===== src/design/uvs_pkg.sv =====
// Shared types, constants and the vowel whitelist for the vowel stretcher.
// No dependencies.
`default_nettype none

package uvs_pkg;

  localparam int CFG_W = 10;

  typedef logic [7:0] byte_t;

  // one decoded character plus the number of extra copies to emit
  typedef struct packed {
    logic [3:0][7:0] bytes;
    logic [1:0]      len_m1;
    logic [1:0]      copies;
  } job_t;

  typedef struct packed {
    logic load;
    job_t job;
  } job_req_t;

  function automatic logic is_vowel(input logic [10:0] cp);
    logic hit;
    case (cp) inside
      11'h061, 11'h041, 11'h065, 11'h045, 11'h069, 11'h049,
      11'h06F, 11'h04F, 11'h075, 11'h055, 11'h079, 11'h059,
      11'h0E6, 11'h0C6, 11'h0F8, 11'h0D8, 11'h153, 11'h152,
      11'h250, 11'h251, 11'h252, 11'h254, 11'h259, 11'h25A,
      11'h25B, 11'h25C, 11'h25D, 11'h25E, 11'h264, 11'h268,
      11'h26A, 11'h26F, 11'h275, 11'h276, 11'h289, 11'h28A,
      11'h28C, 11'h28F: hit = 1'b1;
      default:          hit = 1'b0;
    endcase
    return hit;
  endfunction

endpackage

`default_nettype wire


===== src/design/uvs_if.sv =====
// Valid/ready channel interfaces for the vowel stretcher input and result.
// No dependencies.
`default_nettype none

interface uvs_in_if;
  logic       valid;
  logic       ready;
  logic [7:0] in_byte;
  logic [2:0] bytes_left;
  logic       first_of_string;

  modport source(output valid, output in_byte, output bytes_left,
                 output first_of_string, input ready);
  modport sink(input valid, input in_byte, input bytes_left,
               input first_of_string, output ready);
endinterface

interface uvs_out_if;
  logic       valid;
  logic       ready;
  logic [7:0] out_byte;
  logic       run_last;
  logic       is_duplicate;

  modport source(output valid, output out_byte, output run_last,
                 output is_duplicate, input ready);
  modport sink(input valid, input out_byte, input run_last,
               input is_duplicate, output ready);
endinterface

`default_nettype wire


===== src/design/uvs_decode.sv =====
// Character assembly, vowel test and stretch accumulator.
// Depends on uvs_pkg.
`default_nettype none

module uvs_decode #(
  parameter int ACC_FRACTION_BITS = 8
) (
  input  logic                        clk,
  input  logic                        rst_n,
  input  logic                        cfg_we,
  input  logic [uvs_pkg::CFG_W-1:0]   cfg_wdata,
  input  logic                        accept,
  input  logic [7:0]                  in_byte,
  input  logic [2:0]                  bytes_left,
  input  logic                        first_of_string,
  output uvs_pkg::job_req_t           req
);
  import uvs_pkg::*;

  localparam int AW = ACC_FRACTION_BITS + 2;
  localparam int CW = (AW > CFG_W) ? AW : CFG_W;
  localparam logic [CW-1:0] EXTRA_MAX = {{(CW-1){1'b0}}, 1'b1} << (ACC_FRACTION_BITS + 1);
  localparam logic [AW-1:0] ACC_ONE   = {{(AW-1){1'b0}}, 1'b1} << ACC_FRACTION_BITS;
  localparam logic [AW-1:0] ACC_TWO   = ACC_ONE << 1;

  logic [CFG_W-1:0] extra_r;
  logic [AW-1:0]    acc_r, acc_nxt;
  byte_t            pend_r [3];
  logic [1:0]       pend_cnt_r, pend_cnt_nxt;
  logic [2:0]       exp_len_r, exp_len_nxt;

  logic [1:0]  cnt_eff;
  logic [2:0]  exp_eff;
  logic [AW-1:0] acc_eff;
  logic [2:0]  left;
  logic [2:0]  lead_len;
  logic        store;
  logic [1:0]  store_idx;
  logic        emit;
  logic        vowel_ok;
  logic [2:0]  clen;
  byte_t       ch [4];
  logic [10:0] cp;
  logic        vowel;
  logic [CW-1:0] extra_w;
  logic [AW-1:0] extra_c;
  logic [AW-1:0] sum;
  logic [1:0]  copies;

  // a first byte starts from a clean state
  assign cnt_eff = first_of_string ? 2'd0 : pend_cnt_r;
  assign exp_eff = first_of_string ? 3'd0 : exp_len_r;
  assign acc_eff = first_of_string ? '0 : acc_r;
  assign left    = (bytes_left > 3'd4) ? 3'd4 : bytes_left;

  always_comb begin
    lead_len = 3'd0;
    if (left != 3'd0) begin
      if (!in_byte[7])                                  lead_len = 3'd1;
      else if (in_byte[7:5] == 3'b110 && left >= 3'd2)  lead_len = 3'd2;
      else if (in_byte[7:4] == 4'b1110 && left >= 3'd3) lead_len = 3'd3;
      else if (in_byte[7:3] == 5'b11110 && left >= 3'd4) lead_len = 3'd4;
    end
  end

  // assembled character: pending bytes then the current byte
  always_comb begin
    for (int k = 0; k < 3; k++) begin
      ch[k] = (2'(k) < cnt_eff) ? pend_r[k] : in_byte;
    end
    ch[3] = in_byte;
    if (exp_eff == 3'd0) ch[0] = in_byte;
  end

  always_comb begin
    store        = 1'b0;
    store_idx    = 2'd0;
    emit         = 1'b0;
    vowel_ok     = 1'b0;
    clen         = 3'd1;
    pend_cnt_nxt = cnt_eff;
    exp_len_nxt  = exp_eff;
    if (exp_eff == 3'd0) begin
      if (lead_len == 3'd0) begin
        emit = 1'b1;                 // raw passthrough
      end else if (lead_len == 3'd1) begin
        emit     = 1'b1;
        vowel_ok = 1'b1;
      end else begin
        store        = 1'b1;
        pend_cnt_nxt = 2'd1;
        exp_len_nxt  = lead_len;
      end
    end else if (({1'b0, cnt_eff} + 3'd1 < exp_eff) && cnt_eff != 2'd3) begin
      store        = 1'b1;
      store_idx    = cnt_eff;
      pend_cnt_nxt = cnt_eff + 2'd1;
    end else begin
      emit         = 1'b1;
      vowel_ok     = 1'b1;
      clen         = {1'b0, cnt_eff} + 3'd1;
      pend_cnt_nxt = 2'd0;
      exp_len_nxt  = 3'd0;
    end
  end

  // 3 and 4 byte forms never count as vowels
  assign cp    = (clen == 3'd1) ? {3'b000, ch[0]} : {ch[0][4:0], ch[1][5:0]};
  assign vowel = vowel_ok && (clen == 3'd1 || clen == 3'd2) && is_vowel(cp)
                 && (extra_r != '0);

  assign extra_w = CW'(extra_r);
  assign extra_c = (extra_w > EXTRA_MAX) ? AW'(EXTRA_MAX) : AW'(extra_w);
  assign sum     = acc_eff + extra_c;

  always_comb begin
    copies  = 2'd0;
    acc_nxt = acc_eff;
    if (vowel) begin
      if (sum >= ACC_TWO) begin
        copies  = 2'd2;
        acc_nxt = sum - ACC_TWO;
      end else if (sum >= ACC_ONE) begin
        copies  = 2'd1;
        acc_nxt = sum - ACC_ONE;
      end else begin
        acc_nxt = sum;
      end
    end
  end

  always_comb begin
    req.load       = emit;
    req.job.bytes  = {ch[3], ch[2], ch[1], ch[0]};
    req.job.len_m1 = 2'(clen - 3'd1);
    req.job.copies = copies;
  end

  always_ff @(posedge clk) begin
    if (!rst_n) begin
      extra_r    <= '0;
      acc_r      <= '0;
      pend_cnt_r <= 2'd0;
      exp_len_r  <= 3'd0;
    end else begin
      if (cfg_we) extra_r <= cfg_wdata;
      if (accept) begin
        acc_r      <= acc_nxt;
        pend_cnt_r <= pend_cnt_nxt;
        exp_len_r  <= exp_len_nxt;
      end
    end
  end

  always_ff @(posedge clk) begin
    if (accept && store) pend_r[store_idx] <= in_byte;
  end

endmodule

`default_nettype wire


===== src/design/utf8_vowel_stretcher.sv =====
// UTF-8 vowel stretcher. Each accepted byte is decoded in the cycle it
// transfers; a completed character (with any vowel copies) is loaded into
// the emitter register. Unless the output stalls, it sends one result byte
// per cycle and single-byte characters stream at one per cycle, as the next
// byte is taken in the cycle the last result byte transfers. A byte that
// causes n results (1 to 6; 1 to 4 for a non-vowel character of up to four
// bytes, up to 6 for a two byte vowel with two copies) holds the emitter
// until all n transfer; a byte that only extends a partial character loads none.
// Depends on uvs_pkg, uvs_if and uvs_decode.
`default_nettype none

module utf8_vowel_stretcher #(
  parameter int ACC_FRACTION_BITS = 8
) (
  input  logic                      clk,
  input  logic                      rst_n,
  uvs_in_if.sink                    in_chan,
  uvs_out_if.source                 out_chan,
  input  logic                      cfg_we,
  input  logic [uvs_pkg::CFG_W-1:0] cfg_wdata
);
  import uvs_pkg::*;

  job_req_t   req;
  job_t       job_r;
  logic       busy_r;
  logic [1:0] pos_r;
  logic [1:0] copy_r;
  logic       last_byte;
  logic       in_xfer;
  logic       out_xfer;
  logic       load;

  assign last_byte       = (pos_r == job_r.len_m1) && (copy_r == job_r.copies);
  assign out_xfer        = busy_r && out_chan.ready;
  assign in_chan.ready   = !busy_r || (out_chan.ready && last_byte);
  assign in_xfer         = in_chan.valid && in_chan.ready;
  assign load            = in_xfer && req.load;

  uvs_decode #(
    .ACC_FRACTION_BITS(ACC_FRACTION_BITS)
  ) u_decode (
    .clk             (clk),
    .rst_n           (rst_n),
    .cfg_we          (cfg_we),
    .cfg_wdata       (cfg_wdata),
    .accept          (in_xfer),
    .in_byte         (in_chan.in_byte),
    .bytes_left      (in_chan.bytes_left),
    .first_of_string (in_chan.first_of_string),
    .req             (req)
  );

  always_ff @(posedge clk) begin
    if (!rst_n) begin
      busy_r <= 1'b0;
      pos_r  <= 2'd0;
      copy_r <= 2'd0;
    end else if (load) begin
      busy_r <= 1'b1;
      pos_r  <= 2'd0;
      copy_r <= 2'd0;
    end else if (out_xfer) begin
      if (last_byte) begin
        busy_r <= 1'b0;
      end else if (pos_r == job_r.len_m1) begin
        pos_r  <= 2'd0;
        copy_r <= copy_r + 2'd1;
      end else begin
        pos_r  <= pos_r + 2'd1;
      end
    end
  end

  always_ff @(posedge clk) begin
    if (load) job_r <= req.job;
  end

  assign out_chan.valid        = busy_r;
  assign out_chan.out_byte     = job_r.bytes[pos_r];
  assign out_chan.run_last     = last_byte;
  assign out_chan.is_duplicate = (copy_r != 2'd0);

endmodule

`default_nettype wire


===== src/flat_wrapper.sv =====
// flat-port wrapper written by rule: the top's interface ports become plain ports
module utf8_vowel_stretcher_flat import uvs_pkg::*;
#(
  parameter int ACC_FRACTION_BITS = 8
)
  (clk, rst_n, cfg_we, cfg_wdata, in_chan_valid, in_chan_in_byte, in_chan_bytes_left, in_chan_first_of_string, in_chan_ready, out_chan_valid, out_chan_out_byte, out_chan_run_last, out_chan_is_duplicate, out_chan_ready);
  uvs_in_if in_chan_i ();
  uvs_out_if out_chan_i ();
  input  logic clk;
  input  logic rst_n;
  input  logic cfg_we;
  input  logic [uvs_pkg::CFG_W-1:0] cfg_wdata;
  input wire logic [$bits(in_chan_i.valid)-1:0] in_chan_valid;
  input wire logic [$bits(in_chan_i.in_byte)-1:0] in_chan_in_byte;
  input wire logic [$bits(in_chan_i.bytes_left)-1:0] in_chan_bytes_left;
  input wire logic [$bits(in_chan_i.first_of_string)-1:0] in_chan_first_of_string;
  output wire logic [$bits(in_chan_i.ready)-1:0] in_chan_ready;
  output wire logic [$bits(out_chan_i.valid)-1:0] out_chan_valid;
  output wire logic [$bits(out_chan_i.out_byte)-1:0] out_chan_out_byte;
  output wire logic [$bits(out_chan_i.run_last)-1:0] out_chan_run_last;
  output wire logic [$bits(out_chan_i.is_duplicate)-1:0] out_chan_is_duplicate;
  input wire logic [$bits(out_chan_i.ready)-1:0] out_chan_ready;
  assign in_chan_i.valid = in_chan_valid;
  assign in_chan_i.in_byte = in_chan_in_byte;
  assign in_chan_i.bytes_left = in_chan_bytes_left;
  assign in_chan_i.first_of_string = in_chan_first_of_string;
  assign in_chan_ready = in_chan_i.ready;
  assign out_chan_valid = out_chan_i.valid;
  assign out_chan_out_byte = out_chan_i.out_byte;
  assign out_chan_run_last = out_chan_i.run_last;
  assign out_chan_is_duplicate = out_chan_i.is_duplicate;
  assign out_chan_i.ready = out_chan_ready;
  utf8_vowel_stretcher #(.ACC_FRACTION_BITS(ACC_FRACTION_BITS)) u_core (.clk(clk), .rst_n(rst_n), .in_chan(in_chan_i), .out_chan(out_chan_i), .cfg_we(cfg_we), .cfg_wdata(cfg_wdata));
endmodule

===== config.mk =====
export PLATFORM = sky130hd
export DESIGN_NAME = utf8_vowel_stretcher_flat
export DESIGN_NICKNAME = d
export VERILOG_FILES = /design/src/design/uvs_pkg.sv /design/src/design/uvs_if.sv /design/src/design/uvs_decode.sv /design/src/design/utf8_vowel_stretcher.sv /design/src/flat_wrapper.sv
export SDC_FILE = /design/constraint.sdc
export NUM_CORES = 1
export LEC_CHECK = 0
export ABC_AREA = 0
export BUFFER_PORTS_ARGS = -buffer_cell sky130_fd_sc_hd__buf_4
export CORE_MARGIN = 4
export CORE_UTILIZATION = 60
export DETAILED_ROUTE_END_ITERATION = 6
export MAX_ROUTING_LAYER = met4
export PLACE_DENSITY = 0.92
export SLEW_MARGIN = 25
export SYNTH_ARGS = -nofsm -noshare
export SYNTH_HDL_FRONTEND = slang
export SYNTH_HIERARCHICAL = 1
export SYNTH_SLANG_ARGS = --single-unit

===== constraint.sdc =====
create_clock -name clk -period 11.1 [get_ports clk]
set_input_delay 2.22 -clock clk [delete_from_list [all_inputs] [get_ports clk]]
set_output_delay 2.22 -clock clk [all_outputs]
set_load 0.02 [all_outputs]

Yosys cells after proc, flatten, opt, wreduce, memory -nomap -nowiden
Memory sizes are Yosys's and may differ from the RTL's.
Index checks and enable logic that the tools add are counted.
{"block": "totals", "mem_bits_rw": 24, "out_inout_bits": 12, "word_cells": 165, "register_bits": 66, "mem_count": 1}
{"block": "classes", "muxes": 51, "bitwise": 3, "n_lt_le_gt_ge": 12, "reduce_logical": 29, "addsub": 8, "eq_ne": 47}
{"memory": "u_core.u_decode.pend_r", "depth": 3, "width": 8, "read_ports": 3, "rd_ports_with_merged_regs": 0, "write_ports": 1, "line": "uvs_decode.sv:28", "rtl": "byte_t pend_r [3];"}
{"op": "equality test 11 x 10 -> 1 bit, second input constant", "count": 20}
{"op": "equality test 11 x 7 -> 1 bit, second input constant", "count": 12}
{"op": "2-to-1 mux 10 bit", "count": 5}
{"op": "equality test 11 x 8 -> 1 bit, second input constant", "count": 4}
{"op": "2-to-1 mux 8 bit", "count": 5}
{"op": "2-to-1 mux 3 bit", "count": 13}
{"op": "OR reduction 38 bit", "count": 1}
{"op": "equality test 11 x 9 -> 1 bit, second input constant", "count": 2}
{"op": "2-to-1 mux 2 bit", "count": 9}
{"op": "2-to-1 mux 1 bit", "count": 17}
{"op": "binary-select mux 8 bit (select 2 bit)", "count": 1}
{"op": "logical AND 1 bit", "count": 13}
{"op": "2-to-1 mux 11 bit", "count": 1}
{"op": "adder 10 bit", "count": 1}
{"op": ">= comparator 10 bit, second input constant", "count": 1}
{"op": ">= comparator 10 x 9 -> 1 bit, second input constant", "count": 1}
{"op": "greater-than comparator 10 bit, second input constant", "count": 1}
{"op": "nonzero test 10 bit", "count": 1}
{"op": "subtractor 10 bit, second input constant", "count": 1}
{"op": "subtractor 10 x 9 -> 10 bit, second input constant", "count": 1}
{"op": "adder 2 x 1 -> 2 bit, second input constant", "count": 3}
{"op": "equality test 3 x 1 -> 1 bit, second input constant", "count": 2}
{"op": ">= comparator 3 x 2 -> 1 bit, second input constant", "count": 2}
{"op": "zero test 3 bit", "count": 2}
{"op": "22 further kinds", "count": 31}

Depth between registers and ports, before layout
{"block": "logic_depth", "ltp_word": 18, "depth_mapped": 21, "ltp_nobuf": 18}

Hierarchy
The synthesis kept the hierarchy.
{"module": "uvs_decode", "instances": 1, "area_per_inst_um2": 3469.6, "seq_area_each_um2": 1221.2, "cells_each": 395}
{"module": "utf8_vowel_stretcher", "instances": 1, "area_per_inst_um2": 1626.6, "seq_area_each_um2": 1181.1, "cells_each": 90}

Worst setup path before layout
OpenSTA, ideal clock, no wires.
{"block": "synth_path", "path_kind": "input to register", "from": "input port in_chan_first_of_string", "to": "register u_core.u_decode.acc_r[0]", "arrival_time_ns": 5.959, "stages": 20, "path_slack_ns": 5.069, "required_time_ns": 11.028, "path_cell_list": "clkbuf_1 > nand2b_1 > inv_1 > ha_1 > ha_1 > a21o_1 > a21oi_1 > and2_1 > nor2_1 > nand2_1 > ha_1 > o21a_2 > o211ai_2 > and2_4 > buf_6 > xnor3_1 > nor2_1 > a2111o_1 > o211ai_4 > mux2i_1"}
{"block": "synth_via", "elab_chain_len": 14, "word_cells_on_any_way": 72, "classes_between": "4 x add/sub; 5 x order compare; 41 x eq/ne; 15 x mux; 7 x reduce/logical"}
{"item": "start: declaration", "line": "flat_wrapper.sv:16", "rtl": "input wire logic [$bits(in_chan_i.first_of_string)-1:0] in_chan_first_of_string;"}
{"item": "2-to-1 mux 2 bit", "line": "uvs_decode.sv:51", "rtl": "assign cnt_eff = first_of_string ? 2'd0 : pend_cnt_r;"}
{"item": "adder 2 x 1 -> 3 bit", "line": "uvs_decode.sv:94, uvs_decode.sv:101"}
{"item": "less-than comparator 3 bit", "line": "uvs_decode.sv:94", "rtl": "end else if (({1'b0, cnt_eff} + 3'd1 < exp_eff) && cnt_eff != 2'd3) begin"}
{"item": "logical AND 1 bit", "line": "uvs_decode.sv:94"}
{"item": "2-to-1 mux 3 bit", "line": "uvs_decode.sv:94"}
{"item": "2-to-1 mux 3 bit", "line": "uvs_decode.sv:83", "rtl": "if (exp_eff == 3'd0) begin"}
{"item": "equality test 3 x 1 -> 1 bit", "line": "uvs_decode.sv:108, uvs_decode.sv:109"}
{"item": "2-to-1 mux 11 bit", "line": "uvs_decode.sv:108", "rtl": "assign cp = (clen == 3'd1) ? {3'b000, ch[0]} : {ch[0][4:0], ch[1][5:0]};"}
{"item": "equality test 11 x 7 -> 1 bit (tied with other cells)", "line": "uvs_decode.sv:109", "rtl": "assign vowel = vowel_ok && (clen == 3'd1 || clen == 3'd2) && is_vowel(cp)"}
{"item": "OR reduction 38 bit", "line": "uvs_pkg.sv:25", "rtl": "case (cp) inside"}
{"item": "2-to-1 mux 1 bit", "line": "uvs_pkg.sv:25"}
{"item": "logical AND 1 bit", "line": "uvs_decode.sv:109"}
{"item": "logical AND 1 bit", "line": "uvs_decode.sv:110", "rtl": "&& (extra_r != '0);"}
{"item": "2-to-1 mux 10 bit (*)", "line": "uvs_decode.sv:119", "rtl": "if (vowel) begin"}
{"item": "end signal: assignment", "line": "uvs_decode.sv:148", "rtl": "acc_r <= acc_nxt;"}
{"item": "end: declaration", "line": "uvs_decode.sv:27", "rtl": "logic [AW-1:0] acc_r, acc_nxt;"}
Every way passes the cells marked *; elsewhere a longest branch is shown, timed or not.
A chain may end at the register's enable or synchronous reset.

Worst setup path after layout
{"block": "layout_path", "from": "input port in_chan_first_of_string", "to": "register u_core.u_decode.acc_r[3]"}
Same word-level chain as after synthesis.

==> impl_metrics.toml <==
[outcome]
outcome = "complete, no violations"

[yosys]
synth.cell_area_sq_um = 5100
synthCells = 485
synthArstFlopShare_pct = 0
ys_ff_latch = 90
synth_nets = 529
seq_area_frac_synth_pct = 47.1
synth_area_per_cell_sq_um = 10.5
yosys_warnings = 6
synth_cell_types = 76
synth-main-ff-cell = "edfxtp_1"
synth_edf_count = 60

[grt]
gr-total-overflow = 0
first_global_vias = 3788
grt_use_total_pct = 23.9
grt_max_degree = 37
antenna_found_initial = 0
grt_pass1_wl_mm = 18.3

[power_and_ir_drop]
combPwrFrac_pct = 11.7
p_int_uw = 535
p_seq_share_pct = 53.2
switching_share_pct = 24.9
p_per_area_nw_per_um2 = 128
leakagePower_uw = 0.00221
power_switching_uw = 178
irDropWorstVdd_v = 0.0000900
power_frac_clock_pct = 35.1

[cts]
clockRootBuffer = "clkbuf_8"
cts_tree = "built"
cts_setup_buffers = 0
clock_latency_ps = 360
cts_resized = 0
cts_max_level = 3
cts_made_buffers = 9
ctsHoldBuffers = 0
clock_path_buffers = 2
clkTransAtPathRegs_ps = 90
clock-sinks = 90

[floorplanning]
die_y_um = 100
coreArea_sq_um = 8260
dieArea_sq_um = 10000
io_pins = 39
fp.dieW_um = 100
rows = 33
start_util_pct = 61.7

[flow_run]
cap_violations = 0

[critical_path]
cp-start-kind = "primary input"
arrival_ps = 6670
critical_path_required_ps = 11360
crit_type = "in2reg"
crit_fanout = 25
worstSetupEndpointType = "flop"

[placed_design]
dp_hpwl_mm = 8.24
io_buffers = 38
gp_congestion = 1.00
post_dp_cell_area_sq_um = 5360

[detailed_routing]
wl_per_cell_um = 18.3
routed_wl_mm = 11.3
met1Wirelength_mm = 4.66
vias = 3764
ant_nets = 0
drt_iter0_drc = 311
route.met2.wl_mm = 5.70
highest_layer = "met4"
via_per_inst = 6.11
firstDrtPassIters = 5
route.detailed.drc = 0
wl_met3_um = 532

[timing]
period_share_pct = 57.7
clock_skew_ps = 7.05
setup_viol = 0
rsz0062_at_grt = "no"
tns_ps = 0
hold_violations = 0
slew_viol_final = 0
slew_headroom_pct = 40.4
tightest_slew_ps = 890
fin_crit_ps = 6410
clock.fmax_ghz = 0.156

[cells_and_area]
fin_area_sq_um = 5580
multi_input_area_sq_um = 2420
antennaDiodeCount = 0
seq_area_sq_um = 2400
drive_gt1_share_pct = 17.4
finalNetCount = 550
final_cell_mix = "edfxtp_1 (60), nand2_1 (55), buf_4 (39)"
final_common_cell = "edfxtp_1"
nFillCells = 634
area_delta_synth_final_pct = 9.53

[hold_path]
hold_class = "reg2reg"
==> registers in the layout, summed over array words and instances (netlist names) <==
| name | count |
|---|---|
| u_core/u_decode/exp_len_r | 3 |
| u_core/job_r | 36 |
| u_core/pos_r | 2 |
| u_core/u_decode/acc_r | 10 |
| u_core/copy_r | 2 |
| u_core/u_decode/extra_r | 10 |
| u_core/u_decode/pend_cnt_r | 2 |
| u_core/out_chan.valid | 1 |
| u_core/u_decode/pend_r | 24 |
==> power by group through the flow <==
| stage | Combinational (uW) | Clock, uW | Sequential, uW |
|---|---|---|---|
| after floorplan | 57.5 | 0 | 384 |
| after global routing | 91.0 | 270 | 381 |
| after detailed placement | 82.5 | 0 | 387 |
| after global placement | 79.6 | 0 | 386 |
| after CTS | 83.1 | 254 | 380 |
| final | 83.2 | 250 | 379 |
==> routing by layer <==
layer  track usage, %  vias to the layer above
li1                 -                     1807
met1             28.4                     1808
met2             39.7                      118
met3             4.03                       31
met4             10.9                        0
met5                -                        -
==> cell usage after synthesis (all sizes together) (2+ instances only) <==
library cell	n	area (sq um)
xnor2	6	52.6
and2	8	52.6
and3	2	12.5
inv	29	109
nor2	40	158
or3	4	25.0
ha	16	200
o21a	3	23.8
nor3	9	56.3
clkbuf	10	38.8
nand2b	7	43.8
dfxtp	30	601
o31ai	3	22.5
buf	19	129
xor2	8	70.1
nor4	4	25.0
a21o	5	37.5
o221ai	2	23.8
or4	3	30.0
edfxtp	60	1800
nand2	56	218
o21ai	23	123
o22a	2	17.5
a21oi	21	113
o32ai	5	43.8
nand3b	4	42.5
a211oi	6	45.0
a32oi	3	26.3
o21bai	3	22.5
nand4	3	18.8
mux4	8	188
o211ai	7	71.3
nor3b	3	22.5
mux2	8	90.1
nor2b	15	93.8
o211a	2	20.0
mux2i	19	190
or2	2	12.5
nand3	9	45.0
==> path summary, 6_finish.rpt <==
check / to / slack [ps] / cells after the start / from
worst max-delay path: u_core/u_decode/acc_r[3] / 4690 / 18 / in_chan_first_of_string
worst min-delay path: u_core/u_decode/acc_r[0] / 480 / 2 / u_core/u_decode/acc_r[0]
worst min register to register: u_core/u_decode/acc_r[0] / 480 / 2 / u_core/u_decode/acc_r[0]
worst max register to register: u_core/u_decode/acc_r[3] / 6290 / 17 / u_core/u_decode/pend_cnt_r[1]
==> through the flow <==
stage | hold slack, ps | std cells | utilization, % | power (uW) | setup slack [ps]
floorplan | 433 | 485 | - | 442 | 5070
finish | 476 | 616 | 67.6 | 713 | 4690
CTS | 477 | 616 | 67.6 | 716 | 4390
detailed placement | 456 | 600 | 64.8 | 470 | 4020
global placement | 445 | 600 | 64.8 | 466 | 4250
global route | 499 | 616 | 67.6 | 742 | 4280
==> area by class of cell <==
type	instances	area share, %
Sequential cell	90	43.0
Inverter	29	1.95
Multi-Input combinational cell	337	43.4
Clock inverter	7	1.79
Timing Repair Buffer	39	5.25
Tap cell	105	2.35
Clock buffer	9	2.22
==> kinds of logic after synthesis <==
kind of cell               after synthesis  share of synthesized area [%]
and+or+nand+nor                        171                           17.1
AOI/OAI and AO/OA                       99                           13.9
DFF                                     90                           47.1
buffers and inverters                   58                           5.43
muxes                                   35                           9.18
adders and majority gates               17                           4.32
xor gates and xnor gates                15                           2.85
==> worst max-delay path, stage by stage <==
cell	delay (ps)
buf_4	190
nor2b_2	560
ha_1	380
ha_1	280
a21o_1	150
a21oi_1	230
and2_1	180
nor2_1	50
nand2_1	100
ha_1	210
o21ai_2	180
a211o_1	320
and2_1	220
o311a_1	350
a41o_1	200
o211a_1	270
o31a_1	380
o32ai_1	170
No activity file was read; power rests on OpenSTA's default activity.
